File: src/rtl/t8ctc_pkg.sv
// Shared types, codes and the prescaler tap table for the 8-bit timer/counter.
// Used by the step logic, the top level and the port checker.
package t8ctc_pkg;

  localparam int unsigned CountW    = 8;
  localparam int unsigned PrescaleW = 10;
  localparam int unsigned CfgIndexW = 2;
  localparam int unsigned CfgDataW  = 3;

  // Item kinds carried in the mode field; code 3 is a no-op.
  typedef enum logic [1:0] {
    ITEM_TICK  = 2'd0,
    ITEM_WRITE = 2'd1,
    ITEM_READ  = 2'd2
  } item_mode_e;

  typedef enum logic [1:0] {
    SEL_COUNT   = 2'd0,
    SEL_COMPARE = 2'd1,
    SEL_FLAGS   = 2'd2,
    SEL_ENABLES = 2'd3
  } reg_sel_e;

  // Waveform code 3 behaves as normal mode.
  typedef enum logic [1:0] {
    WAVE_NORMAL = 2'd0,
    WAVE_CTC    = 2'd1,
    WAVE_PWM    = 2'd2
  } wave_mode_e;

  typedef enum logic [CfgIndexW-1:0] {
    CFG_CLOCK_SELECT  = 2'd0,
    CFG_WAVEFORM_MODE = 2'd1
  } cfg_index_e;

  typedef struct packed {
    logic [1:0]        mode;
    logic [1:0]        reg_sel;
    logic [CountW-1:0] write_data;
  } in_word_t;

  typedef struct packed {
    logic [CountW-1:0] read_data;
    logic              overflow_flag;
    logic              compare_flag;
    logic              irq_overflow;
    logic              irq_compare;
    logic              pwm_level;
  } out_word_t;

  typedef struct packed {
    logic [2:0] clock_select;
    logic [1:0] waveform_mode;
  } cfg_t;

  // flags / enables: bit0 overflow, bit1 compare
  typedef struct packed {
    logic [PrescaleW-1:0] prescale_count;
    logic [CountW-1:0]    count_value;
    logic [CountW-1:0]    compare_value;
    logic [CountW-1:0]    compare_buffer;
    logic [1:0]           flag_bits;
    logic [1:0]           irq_enables;
    logic                 wave_level;
  } state_t;

  // Prescaler bits that must be zero for the counter to step.
  function automatic logic [PrescaleW-1:0] divide_mask(input logic [2:0] cs);
    logic [PrescaleW-1:0] m;
    case (cs)
      3'd2:    m = 10'd7;
      3'd3:    m = 10'd31;
      3'd4:    m = 10'd63;
      3'd5:    m = 10'd127;
      3'd6:    m = 10'd255;
      3'd7:    m = 10'd1023;
      default: m = 10'd0;
    endcase
    return m;
  endfunction

endpackage

File: src/rtl/t8ctc_step.sv
// Next-state and result logic for one word of the timer/counter.
// Purely combinational; depends on t8ctc_pkg.
module t8ctc_step (
  input  t8ctc_pkg::cfg_t     cfg_i,
  input  t8ctc_pkg::state_t   st_i,
  input  t8ctc_pkg::in_word_t word_i,
  output t8ctc_pkg::state_t   st_o,
  output t8ctc_pkg::out_word_t res_o
);
  import t8ctc_pkg::*;

  logic                 pwm_mode;
  logic [CountW-1:0]    cmp_act;
  logic [PrescaleW-1:0] ps_inc;
  logic                 hit;
  logic                 top;
  logic [CountW-1:0]    cnt_inc;
  logic [CountW-1:0]    rd;
  state_t               st;

  assign pwm_mode = (cfg_i.waveform_mode == WAVE_PWM);
  // outside fast PWM the active compare tracks the buffer directly
  assign cmp_act  = pwm_mode ? st_i.compare_value : st_i.compare_buffer;
  assign ps_inc   = st_i.prescale_count + PrescaleW'(1);
  assign hit      = (st_i.count_value == cmp_act);
  assign top      = (st_i.count_value == {CountW{1'b1}});
  assign cnt_inc  = st_i.count_value + CountW'(1);

  always_comb begin
    st               = st_i;
    st.compare_value = cmp_act;
    rd               = '0;
    case (word_i.mode)
      ITEM_TICK: begin
        if (cfg_i.clock_select != 3'd0) begin
          st.prescale_count = ps_inc;
          if ((ps_inc & divide_mask(cfg_i.clock_select)) == '0) begin
            case (cfg_i.waveform_mode)
              WAVE_PWM: begin
                if (hit) begin
                  st.flag_bits[1] = 1'b1;
                  st.wave_level   = 1'b0;
                end
                if (top) begin
                  st.count_value   = '0;
                  st.flag_bits[0]  = 1'b1;
                  st.compare_value = st_i.compare_buffer;
                  st.wave_level    = 1'b1;
                end else begin
                  st.count_value = cnt_inc;
                end
              end
              WAVE_CTC: begin
                if (hit) begin
                  st.flag_bits[1] = 1'b1;
                  st.count_value  = '0;
                end else if (top) begin
                  st.count_value  = '0;
                  st.flag_bits[0] = 1'b1;
                end else begin
                  st.count_value = cnt_inc;
                end
              end
              default: begin
                if (hit) st.flag_bits[1] = 1'b1;
                if (top) begin
                  st.count_value  = '0;
                  st.flag_bits[0] = 1'b1;
                end else begin
                  st.count_value = cnt_inc;
                end
              end
            endcase
          end
        end
      end
      ITEM_WRITE: begin
        case (word_i.reg_sel)
          SEL_COUNT: st.count_value = word_i.write_data;
          SEL_COMPARE: begin
            st.compare_buffer = word_i.write_data;
            if (!pwm_mode) st.compare_value = word_i.write_data;
          end
          SEL_FLAGS: st.flag_bits = st_i.flag_bits & ~word_i.write_data[1:0];
          default:   st.irq_enables = word_i.write_data[1:0];
        endcase
      end
      ITEM_READ: begin
        case (word_i.reg_sel)
          SEL_COUNT:   rd = st_i.count_value;
          SEL_COMPARE: rd = st_i.compare_buffer;
          SEL_FLAGS:   rd = {{(CountW-2){1'b0}}, st_i.flag_bits};
          default:     rd = {{(CountW-2){1'b0}}, st_i.irq_enables};
        endcase
      end
      default: ;
    endcase
  end

  assign st_o                = st;
  assign res_o.read_data     = rd;
  assign res_o.overflow_flag = st.flag_bits[0];
  assign res_o.compare_flag  = st.flag_bits[1];
  assign res_o.irq_overflow  = st.flag_bits[0] & st.irq_enables[0];
  assign res_o.irq_compare   = st.flag_bits[1] & st.irq_enables[1];
  assign res_o.pwm_level     = pwm_mode & st.wave_level;

endmodule

File: src/rtl/timer8_ctc_fast_pwm_unit.sv
// Top level of the 8-bit timer/counter with compare and fast PWM.
// Instantiates t8ctc_step; types and codes come from t8ctc_pkg.

// One word in, one word out. Each input word is a clock tick, a register write
// or a register read; it is applied to the timer state in the cycle it is
// accepted and its result word (read data, flags, interrupt lines, PWM level)
// is registered in the result register, or in the skid while the output is
// stalled. A new word is accepted every cycle unless in_stall_o is high:
// throughput is one word per clock while the input is not stalled. A two-entry
// output queue (result register plus skid) lets the input keep flowing while
// the output is stalled; in_stall_o rises only when both entries are full.
// Configuration (clock select at index 0, waveform mode at index 1) is always
// ready and must only be written while no word is in flight. Prescaler taps:
// /1,/8,/32,/64,/128,/256,/1024; clock select 0 stops the timer.
module timer8_ctc_fast_pwm_unit (
  input  logic                             clk_i,
  input  logic                             rst_ni,
  input  logic                             in_valid_i,
  output logic                             in_stall_o,
  input  t8ctc_pkg::in_word_t              in_word_i,
  output logic                             out_valid_o,
  input  logic                             out_stall_i,
  output t8ctc_pkg::out_word_t             out_word_o,
  input  logic                             cfg_valid_i,
  output logic                             cfg_ready_o,
  input  logic [t8ctc_pkg::CfgIndexW-1:0]  cfg_index_i,
  input  logic [t8ctc_pkg::CfgDataW-1:0]   cfg_data_i
);
  import t8ctc_pkg::*;

  cfg_t      cfg_q;
  state_t    st_q, st_d;
  out_word_t res;

  // output queue
  out_word_t out_q, out_d, skid_q, skid_d;
  logic      out_vld_q, out_vld_d, skid_vld_q, skid_vld_d;
  logic      accept, out_pop;

  assign cfg_ready_o = 1'b1;

  always_ff @(posedge clk_i or negedge rst_ni) begin
    if (!rst_ni) begin
      cfg_q <= '0;
    end else if (cfg_valid_i) begin
      case (cfg_index_i)
        CFG_CLOCK_SELECT:  cfg_q.clock_select  <= cfg_data_i;
        CFG_WAVEFORM_MODE: cfg_q.waveform_mode <= cfg_data_i[1:0];
        default: ;
      endcase
    end
  end

  assign accept  = in_valid_i & ~skid_vld_q;
  assign out_pop = out_vld_q & ~out_stall_i;

  t8ctc_step u_step (
    .cfg_i  (cfg_q),
    .st_i   (st_q),
    .word_i (in_word_i),
    .st_o   (st_d),
    .res_o  (res)
  );

  always_ff @(posedge clk_i or negedge rst_ni) begin
    if (!rst_ni) begin
      st_q <= '0;
    end else if (accept) begin
      st_q <= st_d;
    end
  end

  // Result register refills from the skid first, else from the new word.
  // While the skid is full no word is accepted, so it simply drains.
  always_comb begin
    out_d      = out_q;
    skid_d     = skid_q;
    out_vld_d  = out_vld_q;
    skid_vld_d = skid_vld_q;
    if (!out_vld_q || out_pop) begin
      out_d      = skid_vld_q ? skid_q : res;
      out_vld_d  = skid_vld_q | accept;
      skid_vld_d = 1'b0;
    end else if (accept) begin
      skid_d     = res;
      skid_vld_d = 1'b1;
    end
  end

  always_ff @(posedge clk_i or negedge rst_ni) begin
    if (!rst_ni) begin
      out_vld_q  <= 1'b0;
      skid_vld_q <= 1'b0;
    end else begin
      out_vld_q  <= out_vld_d;
      skid_vld_q <= skid_vld_d;
    end
  end

  always_ff @(posedge clk_i) begin
    out_q  <= out_d;
    skid_q <= skid_d;
  end

  assign in_stall_o  = skid_vld_q;
  assign out_valid_o = out_vld_q;
  assign out_word_o  = out_q;

endmodule

File: config.mk
export PLATFORM = sky130hd
export DESIGN_NAME = timer8_ctc_fast_pwm_unit
export DESIGN_NICKNAME = d
export VERILOG_FILES = /design/src/rtl/t8ctc_pkg.sv /design/src/rtl/t8ctc_step.sv /design/src/rtl/timer8_ctc_fast_pwm_unit.sv
export SDC_FILE = /design/constraint.sdc
export NUM_CORES = 1
export LEC_CHECK = 0
export BUFFER_PORTS_ARGS = -buffer_cell sky130_fd_sc_hd__buf_2
export CAP_MARGIN = 20
export CORE_ASPECT_RATIO = 0.6
export CORE_MARGIN = 2
export CORE_UTILIZATION = 35
export CTS_BUF_LIST = sky130_fd_sc_hd__clkbuf_8 sky130_fd_sc_hd__clkbuf_16
export DETAILED_ROUTE_END_ITERATION = 8
export GPL_TIMING_DRIVEN = 0
export PLACE_DENSITY = 0.6
export SYNTH_ARGS = -nofsm -noshare
export SYNTH_HDL_FRONTEND = slang
export SYNTH_SLANG_ARGS = --single-unit
File: constraint.sdc
create_clock -name clk_i -period 5.3 [get_ports clk_i]
set_input_delay 1.06 -clock clk_i [delete_from_list [all_inputs] [get_ports clk_i]]
set_output_delay 1.06 -clock clk_i [all_outputs]
set_load 0.1 [all_outputs]
==> run metrics <==
Crit Path Max Fanout=7; # H-tree levels=3; antenna-violating nets left=0; FP Rows=30; core region area=~11000 um^2; Mean Syn Cell Area=10.0 um^2; Worst-path clk slew=~0.060 ns; largest cells by area after synthesis=dfrtp_1 (27%), edfxtp_1 (19%), mux2_2 (5.4%); Num CTS Buffers=9; fin crit share=58.2%; Worst R2R Path Depth=8; Setup CP Type=reg2reg; Worst Min Path Start=st_q[0]; share of layout cells above drive strength 1=22.5%; post-synth top area cell=dfrtp_1; register area share after synthesis=between 40% and 50%; Logic pwr share=a little under a third; global-route wire length before repair=~18000 um; Arrival @ worst endpoint=3.15 ns; die height=88.8 um; endpoints failing setup=0; vias in the first global route=about 3200; 1st-pass router iterations=5; Power per Cell Area=427 nW/um^2; Post-synth EDFFs=26; Fin. Hold Viols=0; reg2reg start=st_q[29]; Met1 Routed Length=between 5000 and 6000 um; Seq pwr share=38.7%; Setup WS pre-CTS=~2.1 ns; # diodes=0; CP delay by family, top=compound AO/OA/AOI/OAI gates; maximum number of pins on one net before global-route repair=47; synthesized instance count=approximately 420; met2 WL post-DR=4410 um; Synth warnings=0; commonest non-fill, non-tap cell in the layout=nand2_1; Top Metal Used=met4; routed wire length=~12000 um; Hold Path Sink=st_q[0]; met3 WL=1250 um; worst min-delay path class=reg2reg; Worst Setup End Kind=register; post-route minimum period=3.09 ns; PostCTS Resize Cnt=0; CP Data Required Time=between 5 and 6 ns; die width=around 150 um; slowest stage delay, CP=about 0.48 ns; Via density=5.67; CP bufs+invs=0; I/O Pins=38; clock sink count=between 70 and 80; final worst slack=around 2.2 ns; Initial Utilization=36.6%; Synth-to-Final Area Change=17.0%; asr flop ratio synth=between 60% and 70%; top_reg_cell synth=dfrtp_1; DPL Wire Length=about 8700 um; CTS Root Cell=clkbuf_16; GRT Total Usage=between 10% and 20%; Nets=490; design area=a little under 5000 um^2; Die Area=12900 um^2; flops & latches, synth=72; P_int=about 1300 uW; RSZ-0062 raised after global routing=false; RR Endpoint=out_word_o[0]; Slowest-stage cell, CP=dfrtp_1; leakage power=between 0.002 and 0.0025 uW; status=complete, no violations; Worst Skew=roughly 0.0066 ns; sw frac=38.1%; Clock Latency Late Sink=0.34 ns; total grt overflow=0; post-CTS setup buffer count=0; DR DRC count=0; DRT iter0 DRCs=slightly below 500; Post-Synthesis Net Count=~440; cts hold-fix bufs=0; Max clock buf depth=2; Post-Syn Area=between 4000 and 5000 um^2; Yosys top cell area share=between 20% and 30%; Slew HR=52.7%; Worst Hold Path Cells=2; Tightest Pin Transition=around 0.7 ns; clock power share=slightly below 30%; Crit. path cell count=8; drt wl/cell=about 18 um; PortBufs=35; GPL Wtd Cong=~0.95; Yosys cell types=67; worst hold-check slack=0.510 ns; commonest non-fill, non-tap cells in the layout=nand2_1 (54), dfrtp_1 (46), buf_2 (38), nor2_1 (32), edfxtp_1 (26); initial antenna violation count=0; Max VDD drop=approximately 0.17 mV; DR vias=roughly 3600; maximum clock rate=324 MHz; net switching power=799 uW; Slew Limit Fails=0; CTS tree=built; CP startpoint kind=register; final setup TNS=0 ns; Placed Area=4570 um^2; max cap viols=0; reg-to-reg slack, setup=~2.2 ns; critical path cell sequence=ha_1 -> and4_1 -> nand4_1 -> nand4bb_1 -> a211oi_2 -> nand3_1 -> o21ai_0 -> a31oi_1
## state kept, by name (all words and copies together) (netlist names)
register,flops
skid_q,13
cfg_q,5
st_q,39
out_valid_o,1
in_stall_o,1
out_word_o,13
## logic make-up (layout without fill, tap and decap cells)
kind of cell / after synthesis / count (layout) / synth area share, %
AO/OA/AOI/OAI: 100 / 100 / 18.4
XOR/XNOR: 19 / 19 / 3.96
adder cells (fa/ha/maj): 2 / 2 / 0.596
buffers and inverters: 42 / 95 / 4.98
flip-flops: 72 / 72 / 46.0
multiplexers: 31 / 31 / 8.58
other: 1 / 1 / 0.0893
AND/OR/NAND/NOR: 151 / 151 / 17.4
## Yosys cell counts, types with 9 or more instances
cell type and n:
a21oi_1 18, clkbuf_1 13, dfrtp_1 46, edfxtp_1 26, inv_1 14, mux2_2 20, mux2i_1 9, nand2_1 54
nand3_1 14, nor2_1 32, nor3_1 11, o21ai_0 15, xnor2_1 10, xor2_1 9
## worst max path at each step
stage	start	endpoint	slack, ns
floorplan	in_stall_o	skid_q[0]	2.71
global route	st_q[29]	out_word_o[0]	2.09
finish	st_q[29]	out_word_o[0]	2.21
detailed placement	in_valid_i	skid_q[10]	2.15
global placement	in_word_i[11]	st_q[38]	2.20
CTS	st_q[29]	out_word_o[0]	2.30
## power groups by stage
stage | clock [uW] | sequential, uW | combinational [uW]
after floorplan | 0 | 860 | 423
after global placement | 0 | 812 | 641
after detailed placement | 0 | 815 | 650
after CTS | 634 | 804 | 653
after global routing | 656 | 823 | 728
final | 620 | 812 | 664
## stage by stage
stage	std cells	total power (uW)	utilization [%]
after floorplan	418	1280	-
after global placement	613	1450	39.8
after detailed placement	613	1460	39.8
after CTS	629	2090	42.5
after global routing	631	2210	42.8
final	631	2100	42.8
## tightest hold or removal path, cell delays in order (launching register included)
cell and delay [ns]:
dfrtp_1 0.35, o41ai_1 0.07, o41ai_1 0.06
## layer usage
layer  GRT usage [%]  up-vias
met5               0        -
met1            28.6     1747
met2            24.4      178
met4            5.97        0
met3            6.19       20
li1                -     1635
## layout make-up
class                      count  area (um^2)
fill                        1105         6570
multi-input combinational    304         2060
sequential                    72         1930
clock buffer                   9          225
timing repair buffer          37          210
tap                          160          200
buffer                        27          153
clock inverter                 7         77.6
inverter                      15         56.3
Note: power is estimated with default switching activity, not from simulation.
